<file path="config.mk">
export PLATFORM = sky130hd
export DESIGN_NAME = velocity_pid_heater_control_flat
export DESIGN_NICKNAME = d
export VERILOG_FILES = /design/src/vph_pkg.sv /design/src/vph_in_if.sv /design/src/vph_out_if.sv /design/src/vph_regs.sv /design/src/vph_front.sv /design/src/vph_core.sv /design/src/velocity_pid_heater_control.sv /design/src/flat_wrapper.sv
export SDC_FILE = /design/constraint.sdc
export NUM_CORES = 2
export LEC_CHECK = 0
export ABC_AREA = 1
export BUFFER_PORTS_ARGS = -buffer_cell sky130_fd_sc_hd__clkbuf_2
export CELL_PAD_IN_SITES_DETAIL_PLACEMENT = 0
export CELL_PAD_IN_SITES_GLOBAL_PLACEMENT = 2
export CORE_MARGIN = 1
export CORE_UTILIZATION = 35
export CTS_BUF_LIST = sky130_fd_sc_hd__clkbuf_8
export DETAILED_ROUTE_END_ITERATION = 8
export GPL_TIMING_DRIVEN = 0
export PLACE_DENSITY_LB_ADDON = 0.15
export SLEW_MARGIN = 15
export SYNTH_ARGS = -nofsm -noshare
export SYNTH_HDL_FRONTEND = slang
export SYNTH_SLANG_ARGS = --single-unit
</file>
<file path="constraint.sdc">
create_clock -name clk -period 16.2 [get_ports clk]
set_input_delay 3.24 -clock clk [delete_from_list [all_inputs] [get_ports clk]]
set_output_delay 3.24 -clock clk [all_outputs]
set_load 0.1 [all_outputs]
</file>
<file path="src/vph_pkg.sv">
// Package for the velocity-form PID heater controller.
// Holds field widths, register codes, the config and stage structs and the divide-by-five helper.
// No dependencies.
package vph_pkg;

  localparam int TEMP_W  = 10;
  localparam int GAIN_W  = 20;
  localparam int POWER_W = 8;
  localparam int ERR_W   = TEMP_W + 1;
  localparam int DD_W    = TEMP_W + 2;
  localparam int INDEX_W = 3;

  localparam logic [INDEX_W-1:0] REG_GAIN_P     = 3'd0;
  localparam logic [INDEX_W-1:0] REG_GAIN_I     = 3'd1;
  localparam logic [INDEX_W-1:0] REG_GAIN_D     = 3'd2;
  localparam logic [INDEX_W-1:0] REG_POWER_FLR  = 3'd3;
  localparam logic [INDEX_W-1:0] REG_POWER_CEIL = 3'd4;
  localparam logic [INDEX_W-1:0] REG_SOFT_TEMP  = 3'd5;

  localparam logic [GAIN_W-1:0]  RST_GAIN_P     = 20'd7680;
  localparam logic [GAIN_W-1:0]  RST_GAIN_I     = 20'd15360;
  localparam logic [GAIN_W-1:0]  RST_GAIN_D     = 20'd960;
  localparam logic [POWER_W-1:0] RST_POWER_FLR  = 8'd0;
  localparam logic [POWER_W-1:0] RST_POWER_CEIL = 8'd100;
  localparam logic [TEMP_W-1:0]  RST_SOFT_TEMP  = 10'd150;

  typedef struct packed {
    logic [GAIN_W-1:0]  gain_p;
    logic [GAIN_W-1:0]  gain_i;
    logic [GAIN_W-1:0]  gain_d;
    logic [POWER_W-1:0] power_floor;
    logic [POWER_W-1:0] power_ceiling;
    logic [TEMP_W-1:0]  soft_start_temp;
  } vph_cfg_t;

  typedef struct packed {
    logic                    valid;
    logic signed [ERR_W-1:0] err;
    logic signed [ERR_W-1:0] dp;
    logic signed [DD_W-1:0]  dd;
    logic                    soft_hit;
  } vph_stage_t;

  // x/5 as (x*205)>>10, exact for every 8-bit x
  function automatic logic [POWER_W-1:0] div5(input logic [POWER_W-1:0] x);
    logic [17:0] prod;
    prod = 18'(x) * 18'd205;
    return prod[17:10];
  endfunction

endpackage

</file>
<file path="src/vph_in_if.sv">
// Input channel of the heater controller: one temperature sample per beat.
// Depends on vph_pkg.
interface vph_in_if;
  import vph_pkg::*;

  logic              valid;
  logic              ready;
  logic [TEMP_W-1:0] measured_temp;
  logic [TEMP_W-1:0] target_temp;

  modport source(output valid, measured_temp, target_temp, input ready);
  modport sink(input valid, measured_temp, target_temp, output ready);
endinterface

</file>
<file path="src/vph_out_if.sv">
// Output channel of the heater controller: one drive power value per beat.
// Depends on vph_pkg.
interface vph_out_if;
  import vph_pkg::*;

  logic               valid;
  logic               ready;
  logic [POWER_W-1:0] drive_power;
  logic               soft_start;

  modport source(output valid, drive_power, soft_start, input ready);
  modport sink(input valid, drive_power, soft_start, output ready);
endinterface

</file>
<file path="src/vph_regs.sv">
// Configuration register file of the heater controller.
// Depends on vph_pkg.
module vph_regs (
  input  logic                     clk,
  input  logic                     rst,
  input  logic                     cfg_we,
  input  logic [vph_pkg::INDEX_W-1:0] cfg_index,
  input  logic [vph_pkg::GAIN_W-1:0]  cfg_data,
  output vph_pkg::vph_cfg_t        cfg
);
  import vph_pkg::*;

  always_ff @(posedge clk) begin
    if (rst) begin
      cfg.gain_p          <= RST_GAIN_P;
      cfg.gain_i          <= RST_GAIN_I;
      cfg.gain_d          <= RST_GAIN_D;
      cfg.power_floor     <= RST_POWER_FLR;
      cfg.power_ceiling   <= RST_POWER_CEIL;
      cfg.soft_start_temp <= RST_SOFT_TEMP;
    end else if (cfg_we) begin
      unique case (cfg_index)
        REG_GAIN_P:     cfg.gain_p          <= cfg_data;
        REG_GAIN_I:     cfg.gain_i          <= cfg_data;
        REG_GAIN_D:     cfg.gain_d          <= cfg_data;
        REG_POWER_FLR:  cfg.power_floor     <= cfg_data[POWER_W-1:0];
        REG_POWER_CEIL: cfg.power_ceiling   <= cfg_data[POWER_W-1:0];
        REG_SOFT_TEMP:  cfg.soft_start_temp <= cfg_data[TEMP_W-1:0];
        default: ;
      endcase
    end
  end
endmodule

</file>
<file path="src/vph_front.sv">
// Input stage: temperature history, differences and soft-start decision.
// Depends on vph_pkg and vph_in_if.
module vph_front (
  input  logic                clk,
  input  logic                rst,
  input  vph_pkg::vph_cfg_t   cfg,
  vph_in_if.sink              sample,
  input  logic                stage_ready,
  output vph_pkg::vph_stage_t stage
);
  import vph_pkg::*;

  logic [TEMP_W-1:0] prev_temp;
  logic [TEMP_W-1:0] prev_prev_temp;
  logic [TEMP_W-1:0] p_seed;
  logic [TEMP_W-1:0] pp_seed;
  logic              seed;
  logic              accept;
  vph_stage_t        stage_next;

  assign sample.ready = !stage.valid || stage_ready;
  assign accept       = sample.valid && sample.ready;

  always_comb begin
    seed    = (prev_temp == '0) || (prev_prev_temp == '0);
    p_seed  = seed ? sample.measured_temp : prev_temp;
    pp_seed = seed ? sample.measured_temp : prev_prev_temp;
    stage_next.valid = 1'b1;
    stage_next.err   = ERR_W'(sample.target_temp) - ERR_W'(sample.measured_temp);
    stage_next.dp    = ERR_W'(p_seed) - ERR_W'(sample.measured_temp);
    stage_next.dd    = DD_W'({p_seed, 1'b0}) - DD_W'(sample.measured_temp) - DD_W'(pp_seed);
    stage_next.soft_hit = (sample.measured_temp < cfg.soft_start_temp) &&
                          (sample.measured_temp < sample.target_temp);
  end

  always_ff @(posedge clk) begin
    if (rst) begin
      prev_temp      <= '0;
      prev_prev_temp <= '0;
      stage.valid    <= 1'b0;
    end else if (accept) begin
      prev_prev_temp <= p_seed;
      prev_temp      <= sample.measured_temp;
      stage          <= stage_next;
    end else if (stage_ready) begin
      stage.valid    <= 1'b0;
    end
  end
endmodule

</file>
<file path="src/vph_core.sv">
// PID update: gain products, accumulator sum, truncation, clamp, soft-start override and result register.
// Depends on vph_pkg and vph_out_if.
module vph_core #(
  parameter int GAIN_FRAC_BITS = 8
) (
  input  logic                clk,
  input  logic                rst,
  input  vph_pkg::vph_cfg_t   cfg,
  input  vph_pkg::vph_stage_t stage,
  output logic                stage_ready,
  vph_out_if.source           result
);
  import vph_pkg::*;

  localparam int PROD_W = GAIN_W + 1 + DD_W;
  localparam int SUM_W  = PROD_W + 2;
  localparam logic signed [SUM_W-1:0] TRUNC_BIAS =
    SUM_W'((64'd1 << GAIN_FRAC_BITS) - 64'd1);

  logic [POWER_W-1:0]      power_accum;
  logic [POWER_W-1:0]      power_accum_next;
  logic                    take;
  logic signed [GAIN_W:0]  gp, gi, gd;
  logic signed [DD_W-1:0]  dp_x, err_x;
  logic signed [PROD_W-1:0] prod_p, prod_i, prod_d;
  logic signed [SUM_W-1:0] acc_term, sum, sum_b, whole, ceil_s, floor_s;

  assign stage_ready = !result.valid || result.ready;
  assign take        = stage.valid && stage_ready;

  always_comb begin
    gp      = {1'b0, cfg.gain_p};
    gi      = {1'b0, cfg.gain_i};
    gd      = {1'b0, cfg.gain_d};
    dp_x    = DD_W'(stage.dp);
    err_x   = DD_W'(stage.err);
    prod_p  = gp * dp_x;
    prod_i  = gi * err_x;
    prod_d  = gd * stage.dd;
    acc_term = SUM_W'(power_accum) <<< GAIN_FRAC_BITS;
    sum     = acc_term + SUM_W'(prod_p) + SUM_W'(prod_i) + SUM_W'(prod_d);
    // bias negative sums so the shift truncates toward zero
    sum_b   = sum[SUM_W-1] ? sum + TRUNC_BIAS : sum;
    whole   = sum_b >>> GAIN_FRAC_BITS;
    ceil_s  = SUM_W'(cfg.power_ceiling);
    floor_s = SUM_W'(cfg.power_floor);
    if (whole > ceil_s) begin
      power_accum_next = cfg.power_ceiling;
    end else if (whole < floor_s) begin
      power_accum_next = cfg.power_floor;
    end else begin
      power_accum_next = whole[POWER_W-1:0];
    end
  end

  always_ff @(posedge clk) begin
    if (rst) begin
      power_accum  <= '0;
      result.valid <= 1'b0;
    end else if (take) begin
      power_accum  <= power_accum_next;
      result.valid <= 1'b1;
    end else if (result.ready) begin
      result.valid <= 1'b0;
    end
  end

  always_ff @(posedge clk) begin
    if (take) begin
      result.drive_power <= stage.soft_hit ? div5(cfg.power_ceiling) : power_accum_next;
      result.soft_start  <= stage.soft_hit;
    end
  end

`ifndef NO_ASSERTIONS
  a_take_fills: assert property (@(posedge clk) disable iff (rst) take |=> result.valid)
    else $error("result register not loaded after take");
  a_no_overwrite: assert property (@(posedge clk) disable iff (rst)
    (result.valid && !result.ready) |-> !take)
    else $error("stalled result overwritten");
  a_accum_bound: assert property (@(posedge clk) disable iff (rst)
    take |=> (power_accum <= $past(cfg.power_ceiling) ||
              power_accum == $past(cfg.power_floor)))
    else $error("accumulator outside power limits");
`endif
endmodule

</file>
<file path="src/velocity_pid_heater_control.sv">
// Top level of the velocity-form PID heater controller.
// Depends on vph_pkg, vph_in_if, vph_out_if, vph_regs, vph_front and vph_core.
//
//   channel  dir  beat contents                     handshake
//   sample   in   measured_temp, target_temp        valid/ready
//   result   out  drive_power, soft_start           valid/ready
//   cfg      in   cfg_index, cfg_data               cfg_we, no back-pressure
//
// One sample per cycle sustained while results are taken; a sample beat is registered
// in the input stage and then in the result register, from which its result is offered.
// The rate is set by the accumulator loop, closed through the power_accum register, the
// core's three parallel gain multipliers and the sum, truncate and clamp that follow.
// Reset clears history, accumulator and both valid flags and loads register defaults.
// A stalled result holds in the result register while one more sample waits in the
// input stage; the sample channel drops ready only when both are full.
module velocity_pid_heater_control #(
  parameter int GAIN_FRAC_BITS = 8
) (
  input  logic                        clk,
  input  logic                        rst,
  input  logic                        cfg_we,
  input  logic [vph_pkg::INDEX_W-1:0] cfg_index,
  input  logic [vph_pkg::GAIN_W-1:0]  cfg_data,
  vph_in_if.sink                      sample,
  vph_out_if.source                   result
);
  import vph_pkg::*;

  vph_cfg_t   cfg;
  vph_stage_t stage;
  logic       stage_ready;

  // Registers: gains, power limits and soft-start threshold.
  vph_regs u_regs (
    .clk       (clk),
    .rst       (rst),
    .cfg_we    (cfg_we),
    .cfg_index (cfg_index),
    .cfg_data  (cfg_data),
    .cfg       (cfg)
  );

  // Input stage: seed and advance the temperature history, form the
  // error, first and second differences, decide soft start.
  vph_front u_front (
    .clk         (clk),
    .rst         (rst),
    .cfg         (cfg),
    .sample      (sample),
    .stage_ready (stage_ready),
    .stage       (stage)
  );

  // Core: weight the error and differences, add to the shifted accumulator,
  // truncate toward zero, clamp, and load the result register (or the soft-start power).
  vph_core #(
    .GAIN_FRAC_BITS (GAIN_FRAC_BITS)
  ) u_core (
    .clk         (clk),
    .rst         (rst),
    .cfg         (cfg),
    .stage       (stage),
    .stage_ready (stage_ready),
    .result      (result)
  );
endmodule
</file>
<file path="src/flat_wrapper.sv">
// flat-port wrapper written by rule: the top's interface ports become plain ports
module velocity_pid_heater_control_flat import vph_pkg::*;
#(
  parameter int GAIN_FRAC_BITS = 8
)
  (clk, rst, cfg_we, cfg_index, cfg_data, sample_valid, sample_measured_temp, sample_target_temp, sample_ready, result_valid, result_drive_power, result_soft_start, result_ready);
  vph_in_if sample_i ();
  vph_out_if result_i ();
  input  logic clk;
  input  logic rst;
  input  logic cfg_we;
  input  logic [vph_pkg::INDEX_W-1:0] cfg_index;
  input  logic [vph_pkg::GAIN_W-1:0] cfg_data;
  input wire logic [$bits(sample_i.valid)-1:0] sample_valid;
  input wire logic [$bits(sample_i.measured_temp)-1:0] sample_measured_temp;
  input wire logic [$bits(sample_i.target_temp)-1:0] sample_target_temp;
  output wire logic [$bits(sample_i.ready)-1:0] sample_ready;
  output wire logic [$bits(result_i.valid)-1:0] result_valid;
  output wire logic [$bits(result_i.drive_power)-1:0] result_drive_power;
  output wire logic [$bits(result_i.soft_start)-1:0] result_soft_start;
  input wire logic [$bits(result_i.ready)-1:0] result_ready;
  assign sample_i.valid = sample_valid;
  assign sample_i.measured_temp = sample_measured_temp;
  assign sample_i.target_temp = sample_target_temp;
  assign sample_ready = sample_i.ready;
  assign result_valid = result_i.valid;
  assign result_drive_power = result_i.drive_power;
  assign result_soft_start = result_i.soft_start;
  assign result_i.ready = result_ready;
  velocity_pid_heater_control #(.GAIN_FRAC_BITS(GAIN_FRAC_BITS)) u_core (.clk(clk), .rst(rst), .cfg_we(cfg_we), .cfg_index(cfg_index), .cfg_data(cfg_data), .sample(sample_i), .result(result_i));
endmodule
</file>
==> summary.txt <==
Status
  – Outcome: complete, no violations

Critical path
  – Crit Reg-Reg Endpoint: u_core.u_core.result.drive_power[2]
  – WP data required: approximately 17,000 ps
  – Crit end category: flip-flop
  – Delay of the slowest critical-path stage: about 740 ps
  – R2R depth: 40
  – Crit path kind: flip-flop to flip-flop
  – CP Max Fanout: 11
  – Most common cell on crit path: fa_1
  – Crit-path slowest cell: xor2_1
  – Worst Path Arrival: around 12,000 ps
  – CP delay by family, top: adder cells
  – Startpoint types: flip-flop
  – Reg2reg start: u_core.u_front.stage[34]
  – R2R Setup Slk: around 5000 ps
  – Worst path buffer plus inverter count: 8

Placement
  – DP Wirelength: 106,000 um
  – PortBufs: 58
  – Placer congestion estimate: between 0.8 and 0.9

Min path
  – Hold path endpoint: u_core.u_regs.cfg[5]
  – Hold Path Origin: u_core.u_regs.cfg[5]
  – Worst Hold Depth: 2
  – Worst Hold Class: flip-flop to flip-flop

Timing
  – Fmax: around 0.09 GHz
  – Worst relative slew slack: 34.2%
  – Setup-failing EPs final: 0
  – Clock period minus worst slack: roughly 11,000 ps
  – RSZ-0062 raised after global routing: false
  – Slew Viols, Final: 0
  – Part of the cycle the worst path needs: 68.4%
  – Setup_tns: 0 ps
  – Skew final: 30.4 ps
  – Fin. Hold Viols: 0
  – Worst Max-Slew Pin Slew: ~1000 ps

Clocking
  – Hold buffers post-CTS: 0
  – Clock Latency Late Sink: between 500 and 600 ps
  – Clock-pin transition on the worst setup and hold timing paths: 130 ps
  – Clock H-tree levels: 4
  – Root buf cell: clkbuf_8
  – CTS tree: built
  – Total CTS buffers: 17
  – Clock Path Buffers: 2
  – CTS Sinks: 160
  – Gates resized, CTS repair: 0
  – Post CTS Setup Buffer Count: 0

Route
  – DRC: 0
  – First-pass DRT Iterations: 5
  – Post-Route WL: 119,000 um
  – Detailed-route via count: 27,700
  – Final ANT Viol Nets: 0
  – Wire per inst: between 15 and 20 um
  – DRT iter0 DRCs: 1,729
  – Vias per cell: around 4.6

Yosys
  – Fraction of registers with async set/reset: 0%
  – Post-Synth Simple-Gate Area: ~20%
  – Synth Cell Area: roughly 35,000 um^2
  – Yosys warning total: 0
  – Synth Area per Inst: about 7.6 um^2
  – Post-synthesis mux area share: 0%
  – Largest family of logic cells by synthesized area: adder cells
  – Post-Syn Instances: ~4,600
  – EDFF count, synth: 44
  – Synth Area in Compound Gates: around 3.9%
  – Mapped Nets: between 5,000 and 6,000
  – Post-synthesis adder-cell area fraction: just under 50%
  – Post-synth cell types: 50
  – Synth Area in XOR/XNOR: 0.900%
  – Most used DFF post-synth: dfxtp_1
  – Sequential share of the synthesized area: between 10% and 20%
  – Seq cells post-synth: 160

Global route
  – Antenna violations before repair: 13
  – Global-route wire length before repair: roughly 180,000 um
  – Largest net degree at the start of global routing: 29
  – Congestion Overflow GR: 0
  – Overall Global Routing Usage: between 20% and 30%
  – Vias in the first global route: roughly 28,000

Finish
  – Most frequent cells in the layout: inv_1 (1,318), nand2_1 (1,098), fa_1 (655)
  – Number of fill cells: ~11,000
  – Share of cells above drive strength 1: under 10%
  – Nets: 5,671
  – Most common cell after layout, fill and taps aside: inv_1
  – Area Growth Syn to Fin: 6.68%

Floorplan
  – Row cnt: approximately 120
  – Initial core utilization: a little over a third
  – Die Y: about 320 um
  – Core region area: 98,700 um^2
  – Die area: ~100,000 um^2
  – DIE WIDTH: about 320 um
  – Num ports: 59

Job
  – Max Cap Violations: 0
-- per-stage QoR --
stage	instances	util, %	area (um^2)	setup slack [ps]	hold WS (ps)
after floorplan	4581	-	35000	7930	421
after detailed placement	5927	37.4	37000	5300	462
final	5963	37.9	37400	5110	475
after global placement	5926	37.4	36900	5320	456
after global routing	5961	37.9	37400	4720	509
after CTS	5959	37.9	37400	5260	477
-- kinds of logic after synthesis --
group | count (synthesis)
AOI/OAI and AO/OA | 251
and+or+nand+nor | 1674
adders and majority gates | 964
buffers and inverters | 1496
xor gates and xnor gates | 36
DFF | 160
-- layout make-up --
| type | count | area, um^2 | area share [%] |
|---|---|---|---|
| Antenna cell | 4 | 10.0 | 0.0268 |
| Buffer | 166 | 659 | 1.76 |
| Clock buffer | 17 | 234 | 0.626 |
| Clock inverter | 15 | 168 | 0.449 |
| Inverter | 1330 | 4990 | 13.4 |
| Multi-Input combinational cell | 2925 | 25700 | 68.9 |
| Sequential cell | 160 | 3640 | 9.75 |
| Tap cell | 1287 | 1610 | 4.31 |
| Timing Repair Buffer | 59 | 310 | 0.830 |
-- tightest hold or removal path: cells and delay by family (launching register included) --
family	cells	cell delay, ps
buffers and inverters	1	70
AOI/OAI and AO/OA	1	60
DFF	1	310
-- state kept, by name (all words and copies together) (netlist names) --
register                          flops
u_core.u_core.power_accum             8
u_core.u_core.result.drive_power      8
u_core.u_core.result.soft_start       1
u_core.u_core.result.valid            1
u_core.u_front.prev_prev_temp        10
u_core.u_front.prev_temp             10
u_core.u_front.stage                 36
u_core.u_regs.cfg                    86
-- metal layers --
| layer | wire (um) | track usage (%) | share of wire, % | vias to the layer above |
|---|---|---|---|---|
| met5 | 36 | 0 | 0.030 | - |
| met4 | 3100 | 6.29 | 2.6 | 6 |
| met3 | 5670 | 3.11 | 4.8 | 110 |
| met2 | 56800 | 40.2 | 48 | 554 |
| met1 | 53600 | 33.1 | 45 | 13700 |
| li1 | - | - | - | 13400 |
-- worst max-delay path by stage --
stage | start | endpoint | depth (start not counted) | slack (ps)
after floorplan | u_core.u_front.stage[12] | u_core.u_core.result.drive_power[0] | 41 | 7930
after global placement | u_core.u_front.stage[34] | u_core.u_core.result.drive_power[0] | 40 | 5320
after detailed placement | u_core.u_front.stage[34] | u_core.u_core.result.drive_power[0] | 40 | 5300
after CTS | u_core.u_front.stage[34] | u_core.u_core.result.drive_power[0] | 40 | 5260
after global routing | u_core.u_front.stage[34] | u_core.u_core.result.drive_power[3] | 40 | 4720
final | u_core.u_front.stage[34] | u_core.u_core.result.drive_power[2] | 40 | 5110
-- cell usage after synthesis, drive strengths merged, types with 6 or more instances --
library cell / n / area (um^2)
inv: 1326 / 4980
nand2: 1153 / 4490
fa: 655 / 13100
ha: 309 / 3870
nor2: 297 / 1220
nand3: 168 / 1000
clkbuf: 161 / 604
o21ai: 119 / 596
dfxtp: 116 / 2320
a21oi: 96 / 492
edfxtp: 44 / 1320
xor2: 27 / 236
nand4: 21 / 131
or2: 12 / 77.6
nor3: 11 / 70.1
o211ai: 11 / 82.6
xnor2: 9 / 78.8
o21bai: 6 / 45.0
Power is not shown: default switching activity piles up to over one toggle a cycle in this logic, so the estimate is an artifact.
